===== config.mk =====
export PLATFORM = sky130hd
export DESIGN_NAME = pid_position_delta_controller
export DESIGN_NICKNAME = d
export VERILOG_FILES = /design/src/rtl/pdc_pkg.sv /design/src/rtl/pdc_update.sv /design/src/rtl/pid_position_delta_controller.sv
export SDC_FILE = /design/constraint.sdc
export NUM_CORES = 2
export LEC_CHECK = 0
export BUFFER_PORTS_ARGS = -buffer_cell sky130_fd_sc_hd__buf_2
export CORE_MARGIN = 8
export CORE_UTILIZATION = 37
export DETAILED_ROUTE_END_ITERATION = 10
export PLACE_DENSITY = 0.51
export SKIP_LAST_GASP = 1
export SLEW_MARGIN = 15
export SYNTH_ARGS = -nofsm -noshare
export SYNTH_HDL_FRONTEND = slang
export SYNTH_SLANG_ARGS = --single-unit

===== constraint.sdc =====
create_clock -name clk -period 11.65 [get_ports clk]
set_input_delay 0.5825 -clock clk [delete_from_list [all_inputs] [get_ports clk]]
set_output_delay 0.5825 -clock clk [all_outputs]
set_load 0.02 [all_outputs]

===== src/rtl/pdc_pkg.sv =====
package pdc_pkg;

    localparam int SAMPLE_W   = 16;
    localparam int GAIN_W     = 16;
    localparam int LIM_W      = 15;
    localparam int FRAC_W     = 8;
    localparam int ERR_W      = SAMPLE_W + 1;
    localparam int DIFF1_W    = ERR_W + 1;
    localparam int DIFF2_W    = ERR_W + 2;
    localparam int PROD_W     = GAIN_W + DIFF2_W;
    localparam int ACC_W      = 25;
    localparam int SUM_W      = PROD_W + 3;
    localparam int DRIVE_W    = 16;
    localparam int CFG_IDX_W  = 3;
    localparam int CFG_DATA_W = 16;
    localparam int IN_DATA_W  = 2 * SAMPLE_W;
    localparam int OUT_USER_W = 2;

    localparam logic [LIM_W-1:0] LIMIT_RESET = {LIM_W{1'b1}};

    typedef enum logic [CFG_IDX_W-1:0] {
        REG_MODE           = 3'd0,
        REG_GAIN_P         = 3'd1,
        REG_GAIN_I         = 3'd2,
        REG_GAIN_D         = 3'd3,
        REG_OUTPUT_LIMIT   = 3'd4,
        REG_INTEGRAL_LIMIT = 3'd5
    } pdc_cfg_idx_t;

    typedef struct packed {
        logic                     clear;
        logic signed [PROD_W-1:0] p;
        logic signed [PROD_W-1:0] i;
        logic signed [PROD_W-1:0] d;
    } pdc_prod_t;

    typedef struct packed {
        logic signed [DRIVE_W-1:0] drive;
        logic                      drive_clamped;
        logic                      integral_clamped;
    } pdc_result_t;

endpackage


===== src/rtl/pdc_update.sv =====
module pdc_update
    import pdc_pkg::*;
(
    input  logic                    incremental_mode,
    input  logic [LIM_W-1:0]        output_limit,
    input  logic [LIM_W-1:0]        integral_limit,
    input  pdc_prod_t               prod,
    input  logic signed [ACC_W-1:0] integral_acc,
    input  logic signed [ACC_W-1:0] output_acc,
    output logic signed [ACC_W-1:0] integral_next,
    output logic signed [ACC_W-1:0] output_next,
    output pdc_result_t             result
);

    typedef struct packed {
        logic signed [ACC_W-1:0] value;
        logic                    hit;
    } clamp_t;

    function automatic clamp_t clamp_sum(input logic signed [SUM_W-1:0] x,
                                         input logic [LIM_W-1:0] lim);
        logic signed [SUM_W-1:0] bound;
        clamp_t                  r;
        bound = $signed({{(SUM_W - LIM_W - FRAC_W){1'b0}}, lim, {FRAC_W{1'b0}}});
        r.hit = 1'b1;
        if (x < -bound)
        begin
            r.value = ACC_W'(-bound);
        end
        else if (x > bound)
        begin
            r.value = ACC_W'(bound);
        end
        else
        begin
            r.value = ACC_W'(x);
            r.hit   = 1'b0;
        end
        return r;
    endfunction

    logic signed [SUM_W-1:0] i_sum;
    logic signed [SUM_W-1:0] o_sum;
    clamp_t                  i_clamp;
    clamp_t                  o_clamp;

    always_comb
    begin
        i_sum   = SUM_W'(integral_acc) + SUM_W'(prod.i);
        i_clamp = clamp_sum(i_sum, integral_limit);
        if (incremental_mode)
        begin
            o_sum = SUM_W'(output_acc) + SUM_W'(prod.p) + SUM_W'(prod.i) + SUM_W'(prod.d);
        end
        else
        begin
            o_sum = SUM_W'(prod.p) + SUM_W'(i_clamp.value) + SUM_W'(prod.d);
        end
        o_clamp = clamp_sum(o_sum, output_limit);

        if (prod.clear)
        begin
            integral_next           = '0;
            output_next             = '0;
            result.drive            = '0;
            result.drive_clamped    = 1'b0;
            result.integral_clamped = 1'b0;
        end
        else
        begin
            integral_next           = i_clamp.value;
            output_next             = o_clamp.value;
            // The clamped value always fits, so the integer bits are the floor.
            result.drive            = o_clamp.value[FRAC_W +: DRIVE_W];
            result.drive_clamped    = o_clamp.hit;
            result.integral_clamped = i_clamp.hit;
        end
    end

endmodule


===== src/rtl/pid_position_delta_controller.sv =====
// PID controller with a positional and an incremental form. Each input word carries a
// measured sample and a target; each accepted word gives exactly one result word with the
// clamped drive and two clamp flags. The block is a three-stage pipeline (input register,
// product register, result register), and a new word can be accepted every cycle while the
// output is not stalled. That rate is set by the accumulator update in the last stage, which
// adds the products to the integral and output accumulators and clamps them combinationally.
// Configuration writes take effect at once and must be made while the pipeline is empty.
module pid_position_delta_controller
    import pdc_pkg::*;
(
    input  logic                  clk,
    input  logic                  rst_n,

    input  logic                  cfg_we,
    input  logic [CFG_IDX_W-1:0]  cfg_index,
    input  logic [CFG_DATA_W-1:0] cfg_wdata,

    input  logic                  s_tvalid,
    output logic                  s_tready,
    input  logic [IN_DATA_W-1:0]  s_tdata,   // measured [15:0], target [31:16]
    input  logic                  s_tuser,   // clear

    output logic                  m_tvalid,
    input  logic                  m_tready,
    output logic [DRIVE_W-1:0]    m_tdata,   // drive [15:0]
    output logic [OUT_USER_W-1:0] m_tuser    // drive_clamped [0], integral_clamped [1]
);

    logic                       mode_reg;
    logic signed [GAIN_W-1:0]   gain_p_reg;
    logic signed [GAIN_W-1:0]   gain_i_reg;
    logic signed [GAIN_W-1:0]   gain_d_reg;
    logic [LIM_W-1:0]           output_limit_reg;
    logic [LIM_W-1:0]           integral_limit_reg;

    logic                       in_valid_reg;
    logic signed [SAMPLE_W-1:0] measured_reg;
    logic signed [SAMPLE_W-1:0] target_reg;
    logic                       clear_reg;

    logic                       prod_valid_reg;
    pdc_prod_t                  prod_reg;
    pdc_prod_t                  prod_next;

    logic                       out_valid_reg;
    pdc_result_t                result_reg;
    pdc_result_t                result_next;

    logic signed [ERR_W-1:0]    error_last_reg;
    logic signed [ERR_W-1:0]    error_before_last_reg;
    logic signed [ERR_W-1:0]    error_last_next;
    logic signed [ERR_W-1:0]    error_before_last_next;
    logic signed [ACC_W-1:0]    integral_acc_reg;
    logic signed [ACC_W-1:0]    output_acc_reg;
    logic signed [ACC_W-1:0]    integral_acc_next;
    logic signed [ACC_W-1:0]    output_acc_next;

    logic signed [ERR_W-1:0]    e0;
    logic signed [DIFF1_W-1:0]  diff1;
    logic signed [DIFF2_W-1:0]  diff2;
    logic signed [DIFF1_W-1:0]  p_operand;
    logic signed [DIFF2_W-1:0]  d_operand;

    logic                       out_ready;
    logic                       prod_ready;
    logic                       in_ready;
    logic                       in_move;
    logic                       prod_move;

    assign out_ready  = !out_valid_reg || m_tready;
    assign prod_ready = !prod_valid_reg || out_ready;
    assign in_ready   = !in_valid_reg || prod_ready;
    assign in_move    = in_valid_reg && prod_ready;
    assign prod_move  = prod_valid_reg && out_ready;

    assign s_tready   = in_ready;
    assign m_tvalid   = out_valid_reg;
    assign m_tdata    = result_reg.drive;
    assign m_tuser    = {result_reg.integral_clamped, result_reg.drive_clamped};

    always_ff @(posedge clk or negedge rst_n)
    begin
        if (!rst_n)
        begin
            mode_reg           <= 1'b0;
            gain_p_reg         <= '0;
            gain_i_reg         <= '0;
            gain_d_reg         <= '0;
            output_limit_reg   <= LIMIT_RESET;
            integral_limit_reg <= LIMIT_RESET;
        end
        else if (cfg_we)
        begin
            unique case (cfg_index)
                REG_MODE:           mode_reg           <= cfg_wdata[0];
                REG_GAIN_P:         gain_p_reg         <= $signed(cfg_wdata[GAIN_W-1:0]);
                REG_GAIN_I:         gain_i_reg         <= $signed(cfg_wdata[GAIN_W-1:0]);
                REG_GAIN_D:         gain_d_reg         <= $signed(cfg_wdata[GAIN_W-1:0]);
                REG_OUTPUT_LIMIT:   output_limit_reg   <= cfg_wdata[LIM_W-1:0];
                REG_INTEGRAL_LIMIT: integral_limit_reg <= cfg_wdata[LIM_W-1:0];
                default:            ;
            endcase
        end
    end

    always_comb
    begin
        e0        = ERR_W'(target_reg) - ERR_W'(measured_reg);
        diff1     = DIFF1_W'(e0) - DIFF1_W'(error_last_reg);
        diff2     = DIFF2_W'(e0) - (DIFF2_W'(error_last_reg) <<< 1)
                  + DIFF2_W'(error_before_last_reg);
        p_operand = mode_reg ? diff1 : DIFF1_W'(e0);
        d_operand = mode_reg ? diff2 : DIFF2_W'(diff1);

        prod_next.clear = clear_reg;
        prod_next.p     = PROD_W'(gain_p_reg) * PROD_W'(p_operand);
        prod_next.i     = PROD_W'(gain_i_reg) * PROD_W'(e0);
        prod_next.d     = PROD_W'(gain_d_reg) * PROD_W'(d_operand);

        error_last_next        = clear_reg ? '0 : e0;
        error_before_last_next = clear_reg ? '0 : error_last_reg;
    end

    pdc_update u_update (
        .incremental_mode (mode_reg),
        .output_limit     (output_limit_reg),
        .integral_limit   (integral_limit_reg),
        .prod             (prod_reg),
        .integral_acc     (integral_acc_reg),
        .output_acc       (output_acc_reg),
        .integral_next    (integral_acc_next),
        .output_next      (output_acc_next),
        .result           (result_next)
    );

    always_ff @(posedge clk or negedge rst_n)
    begin
        if (!rst_n)
        begin
            in_valid_reg          <= 1'b0;
            prod_valid_reg        <= 1'b0;
            out_valid_reg         <= 1'b0;
            error_last_reg        <= '0;
            error_before_last_reg <= '0;
            integral_acc_reg      <= '0;
            output_acc_reg        <= '0;
        end
        else
        begin
            if (in_ready)
            begin
                in_valid_reg <= s_tvalid;
            end
            if (prod_ready)
            begin
                prod_valid_reg <= in_valid_reg;
            end
            if (out_ready)
            begin
                out_valid_reg <= prod_valid_reg;
            end
            if (in_move)
            begin
                error_last_reg        <= error_last_next;
                error_before_last_reg <= error_before_last_next;
            end
            if (prod_move)
            begin
                integral_acc_reg <= integral_acc_next;
                output_acc_reg   <= output_acc_next;
            end
        end
    end

    always_ff @(posedge clk)
    begin
        if (s_tvalid && in_ready)
        begin
            measured_reg <= $signed(s_tdata[SAMPLE_W-1:0]);
            target_reg   <= $signed(s_tdata[IN_DATA_W-1:SAMPLE_W]);
            clear_reg    <= s_tuser;
        end
        if (in_move)
        begin
            prod_reg <= prod_next;
        end
        if (prod_move)
        begin
            result_reg <= result_next;
        end
    end

endmodule


# Word-level counts from Yosys, hierarchy flattened
# Cells that the tools add are included.
[classes] n_eq_ne=5 addsub=12 mul=3 magnitude_cmp=4 reduce_logical=16 n_mux=15
[op_table] operator="$mux W25" n=6
[op_table] operator="$gt A38 B24 Y1" n=2
[op_table] operator="$lt A38 B38 Y1" n=2
[op_table] operator="$neg A23 Y38" n=2
[op_table] operator="$add A38 B35 Y38" n=1
[op_table] operator="$mux W38" n=1
[op_table] operator="$add A35 B33 Y36" n=1
[op_table] operator="$add A35 B35 Y36" n=1
[op_table] operator="$add A25 B34 Y35" n=1
[op_table] operator="$add A34 B25 Y35" n=1
[op_table] operator="$mul A16 B19 Y35" n=1
[op_table] operator="$add A25 B33 Y34" n=1
[op_table] operator="$mul A16 B18 Y34" n=1
[op_table] operator="$mux W17" n=2
[op_table] operator="$mul A16 B17 Y33" n=1
[op_table] operator="$add A19 B17 Y19" n=1
[op_table] operator="$mux W19" n=1
[op_table] operator="$sub A17 B18 Y19" n=1
[op_table] operator="$mux W18" n=1
[op_table] operator="$sub A17 B17 Y18" n=1
[op_table] operator="$sub A16 B16 Y17" n=1
[op_table] operator="$reduce_and A2 Y1" n=6
[op_table] operator="$eq A3 B2 Y1 const B" n=2
[op_table] operator="$eq A3 B3 Y1 const B" n=2
[op_table] operator="other kinds (6)" n=15
[totals] in_bits=57 ff_bits=320 word_cells=78 out_inout_bits=20

# Longest topological paths before layout
[logic_depth] ltp_word=11 ltp_mapped=57 depth_no_buf=54

# Cells and area by module
# From an unflattened synthesis, not the netlist that was laid out.
[hier_totals] cells_unflattened=6320 area_unflattened_um2=59514.6
[modules_own_cells] mod="pid_position_delta_controller" area_each_um2=45914.0 seq_area_each_um2=8816.0 cells_each=4527 instances=1
[modules_own_cells] mod="pdc_update" area_each_um2=13600.5 seq_area_each_um2=0.0 cells_each=1793 instances=1

# Least setup slack after synthesis
# Ideal clock, no wire load.
[synth_timing] kind="register to register" startpoint="reg target_reg[1]" endpoint="reg prod_reg[34] (netlist name), data pin" path_stages_with_launch=46 arrival_time_ns=10.880 setup_time_ns=0.265 setup_slack_ns=0.505 synth_period_minus_slack_ns=11.145 path_cell_list="edfxtp_1 ha_1 nor2b_1 o21ai_0 a21boi_1 o21ai_0 a21boi_1 o21ai_0 a21boi_1 o21ai_0 a21boi_1 o21ai_0 a21boi_1 o31a_1 o311ai_1 clkbuf_1 fa_1 ha_1 [... 10 more ...] inv_1 fa_1 fa_1 inv_1 fa_1 inv_1 fa_1 inv_1 ha_1 a21o_1 a21oi_1 nor2b_1 a31oi_1 o211ai_1 nand2_1 o21ai_0 o21ai_0 a31oi_1"
[synth_rtl] element="start: declaration" line="pid_position_delta_controller.sv:38" source="logic signed [SAMPLE_W-1:0] target_reg;"
[synth_rtl] element="start signal: assignment" line="pid_position_delta_controller.sv:180" source="target_reg <= $signed(s_tdata[IN_DATA_W-1:SAMPLE_W]);"
[synth_rtl] element="end signal: assignment" line="pid_position_delta_controller.sv:185" source="prod_reg <= prod_next;"
[synth_rtl] element="end: declaration" line="pid_position_delta_controller.sv:42" source="pdc_prod_t prod_reg;"

# Final worst setup path
[layout_timing] startpoint="reg integral_acc_reg[0]" endpoint="reg output_acc_reg[19]"
[layout_via] elab_chain_cells=11 elab_cells_between_ends=13 cone_classes="add/sub: 3; order compare: 4; mux: 6"
[layout_rtl] element="start: declaration" line="pid_position_delta_controller.sv:53" source="logic signed [ACC_W-1:0] integral_acc_reg;"
[layout_rtl] element="start signal: assignment" line="pid_position_delta_controller.sv:169" source="integral_acc_reg <= integral_acc_next;"
[layout_rtl] element="$add A25 B33 Y34 (*)" line="pdc_update.sv:49" source="i_sum = SUM_W'(integral_acc) + SUM_W'(prod.i);"
[layout_rtl] element="$gt A38 B24 Y1" line="pdc_update.sv:30" source="else if (x > bound)"
[layout_rtl] element="$mux W25" line="pdc_update.sv:30"
[layout_rtl] element="$mux W25 (*)" line="pdc_update.sv:26" source="if (x < -bound)"
[layout_rtl] element="$add A34 B25 Y35 (*)" line="pdc_update.sv:57" source="o_sum = SUM_W'(prod.p) + SUM_W'(i_clamp.value) + SUM_W'(prod.d);"
[layout_rtl] element="$add A35 B35 Y36 (*)" line="pdc_update.sv:57"
[layout_rtl] element="$mux W38 (*)" line="pdc_update.sv:51" source="if (incremental_mode)"
[layout_rtl] element="$gt A38 B24 Y1" line="pdc_update.sv:30"
[layout_rtl] element="$mux W25" line="pdc_update.sv:30"
[layout_rtl] element="$mux W25 (*)" line="pdc_update.sv:26"
[layout_rtl] element="$mux W25 (*)" line="pdc_update.sv:61" source="if (prod.clear)"
[layout_rtl] element="end signal: assignment" line="pid_position_delta_controller.sv:170" source="output_acc_reg <= output_acc_next;"
[layout_rtl] element="end: declaration" line="pid_position_delta_controller.sv:54" source="logic signed [ACC_W-1:0] output_acc_reg;"
# Every way passes the cells marked *; elsewhere a longest branch is shown, timed or not.
# A chain may end at the register's enable or synchronous reset.

==> results.yml <==
placement:
  dp_hpwl_mm: 147
  place.gp.congestion: 0.947
  dp_cells: 8402
  numPortBuffers: 76
floorplanning:
  core_sq_um: 156000
  die-area_sq_um: 169000
  pin_count: 77
  initial_utilization: 0.371
  row_count: 145
  die_h_um: 411
  die_w_um: 411
worst_setup_path:
  r2r_cells: 54
  worstSetupEndpoint: "output_acc_reg[19]$_DFFE_PN0P_"
  arrival_ns: 11.91
  r2r-start: "integral_acc_reg[0]$_DFFE_PN0P_"
  cp_max_fo: 7
  critPathKind: "reg2reg"
  end_kind: "flop"
  cp_slowest_stage_delay_ns: 0.49
  worstPathRequired_ns: 12.16
  r2r-end: "output_acc_reg[19]$_DFFE_PN0P_"
  crit_start: "integral_acc_reg[0]$_DFFE_PN0P_"
  cpMostUsedCell: "buf_4"
  start_kind: "flop"
  critPathSlowestCell: "a2111o_1"
  reg2reg_slack_ns: 0.25
finish:
  largest_reg_flops: 103
  area_growth_pct: 12.1
  final_layout_size_suffix_gt1_frac: 0.126
  final_cell_mix: "1,113 x inv_1, 960 x fa_1, 762 x nand2_1"
  num-nets-final: 7967
  mostFrequentLayoutCell: "inv_1"
  fin_cells: 8521
  num-fill-cells: 15500
status:
  status: "finished clean"
global_routing:
  grt_pass1_vias: 46900
  grt_usage: 0.211
  antenna_found_initial: 17
  grt_pass1_wl_mm: 278
  grt_overflow: 0
  grt_max_degree: 70
timing:
  worst_pin_slew_ns: 1.06
  slew_headroom: 0.286
  fin_crit_sh: 0.979
  rsz0062_at_grt: "true"
  finalClockSkew_ns: 0.0413
  finalHoldViolations: 0
  slew_violations: 0
  setup_violations: 0
  period_needed_ns: 11.40
  fmax_ghz: 0.0877
yosys:
  synth_top_family_by_area: "adder cells"
  yosysUniqueCellTypes: 105
  syn_inst: 6189
  synth_compound_area_frac: 0.112
  ys_ff_latch: 320
  yosysWarnings: 0
  yosysSeqAreaShare: 0.153
  synth_xor_area_frac: 0.0375
  synth_area_sq_um: 57800
  synth_top_flop_cell: "edfxtp_1"
  synthMuxAreaShare: 0.0169
  yosys.area_share.adder: 0.448
  yosys.area_share.simple: 0.145
  synthArstFlopShare: 0.519
  synth_edf_count: 154
  synth.avg_cell_area_sq_um: 9.33
  synth_nets: 7737
cts:
  clockRootBuffer: "clkbuf_16"
  clk_latency_ns: 0.63
  cts_tree: "built"
  cts.path.max_buffers: 3
  cts-buffers-inserted: 43
  cts_max_level: 2
  path_clk_slew_ns: 0.06
  cts_num_sinks: 320
run:
  drv_cap: 0
routing:
  antenna_left: 0
  wl_per_cell_um: 20.9
  drc: 0
  dr.pass1.iters: 6
  drt_iter0_markers: 2952
  num_vias: 44000
  routed_wl_mm: 178
  viasPerCell: 5.17
hold_path:
  hold_class: "in2reg"
[area by class of cell]
type                            instances  area [sq um]  area share
Antenna cell                           10          25.0    0.000386
Clock buffer                           55          1190      0.0184
Clock inverter                         24           264     0.00408
Inverter                             1120          4210      0.0650
Multi-Input combinational cell       4536         44700       0.691
Sequential cell                       320          8820       0.136
Tap cell                             2058          2570      0.0398
Timing Repair Buffer                  398          2930      0.0452
[routing by layer]
layer  track usage  routed length, um  vias to the layer above
met4        0.0521               4400                        0
li1              -                  -                    20400
met1         0.292              81200                    22400
met2         0.356              83900                     1071
met5             0                  0                        -
met3        0.0218               8570                      219
[cell usage after synthesis, types with 10 or more instances]
cell | number | area (sq um)
inv_1 | 1119 | 4200
clkbuf_1 | 186 | 698
a31oi_1 | 25 | 156
a21oi_1 | 238 | 1190
nand4_1 | 23 | 144
o21ai_1 | 12 | 60.1
nand2b_1 | 49 | 307
nand2_1 | 765 | 2870
a211o_1 | 12 | 105
xor2_1 | 49 | 429
ha_1 | 529 | 6620
a21o_1 | 95 | 713
o211ai_1 | 13 | 97.6
buf_1 | 18 | 67.6
dfrtp_1 | 136 | 3400
mux2i_1 | 12 | 120
a22o_1 | 18 | 158
o31ai_1 | 51 | 383
nor2b_1 | 61 | 382
and3_1 | 37 | 231
fa_1 | 962 | 19300
nor3_1 | 68 | 340
o21bai_1 | 48 | 360
mux2_2 | 76 | 856
o21ai_0 | 198 | 991
or4_1 | 10 | 75.1
a21boi_0 | 18 | 135
a211oi_1 | 37 | 278
o21a_1 | 49 | 368
xnor2_1 | 198 | 1730
nand3_1 | 87 | 435
and2_1 | 305 | 1910
nor2_1 | 209 | 785
dfstp_2 | 30 | 788
edfxtp_1 | 154 | 4620
or3_1 | 37 | 231
or2_2 | 36 | 225
[through the flow]
step | util | hold WS, ns | TNS [ns] | area, sq um | worst slack [ns]
3_5_place_dp | 0.400 | 0.469 | -12.75 | 62300 | -0.407
5_1_grt | 0.416 | 0.119 | -5.52 | 64700 | -0.231
3_3_place_gp | 0.400 | 0.466 | -2.97 | 62300 | -0.158
2_1_floorplan | - | 0.287 | 0 | 57800 | 0.505
4_1_cts | 0.411 | 0.109 | 0 | 63900 | 0.0199
6_report | 0.416 | 0.151 | 0 | 64800 | 0.249
[worst max-delay path, delay by kind of cell, from the launching register on]
kind,cells,cell delay [ns]
compound gates,26,5.31
xor+xnor,1,0.17
buf+inv,5,0.71
flops,1,0.36
simple gates,15,2.47
fa+ha+maj,7,2.27
[what timing repair did]
action | 4_1_cts | 5_1_grt
hold endpoints to repair | 15 | 0
hold buffers | 1 | 0
buffers inserted | 7 | 20
cloned | 0 | 2
endpoints found under the setup margin | 42 | 58
pin swaps | 22 | 73
gates resized for setup | 27 | 143
[cell families after synthesis]
kind of cell / count (synthesis)
AO/OA/AOI/OAI: 964
adder cells (fa/ha/maj): 1491
multiplexers: 88
XOR/XNOR: 247
AND/OR/NAND/NOR: 1745
buffers and inverters: 1334
flip-flops: 320
[worst min-delay path by stage]
| stage | to | depth (start not counted) | startpoint |
|---|---|---|---|
| floorplan | error_before_last_reg[0]$_DFFE_PN0P_ | 0 | rst_n |
| global placement | error_last_reg[2]$_DFFE_PN0P_ | 2 | error_last_reg[2]$_DFFE_PN0P_ |
| detailed placement | error_last_reg[2]$_DFFE_PN0P_ | 2 | error_last_reg[2]$_DFFE_PN0P_ |
| CTS | measured_reg[11]$_DFFE_PP_ | 1 | s_tdata[11] |
| global route | measured_reg[11]$_DFFE_PP_ | 1 | s_tdata[11] |
| finish | measured_reg[6]$_DFFE_PP_ | 1 | s_tdata[6] |
Power is not shown: default switching activity piles up to over one toggle a cycle in this logic, so the estimate is an artifact.
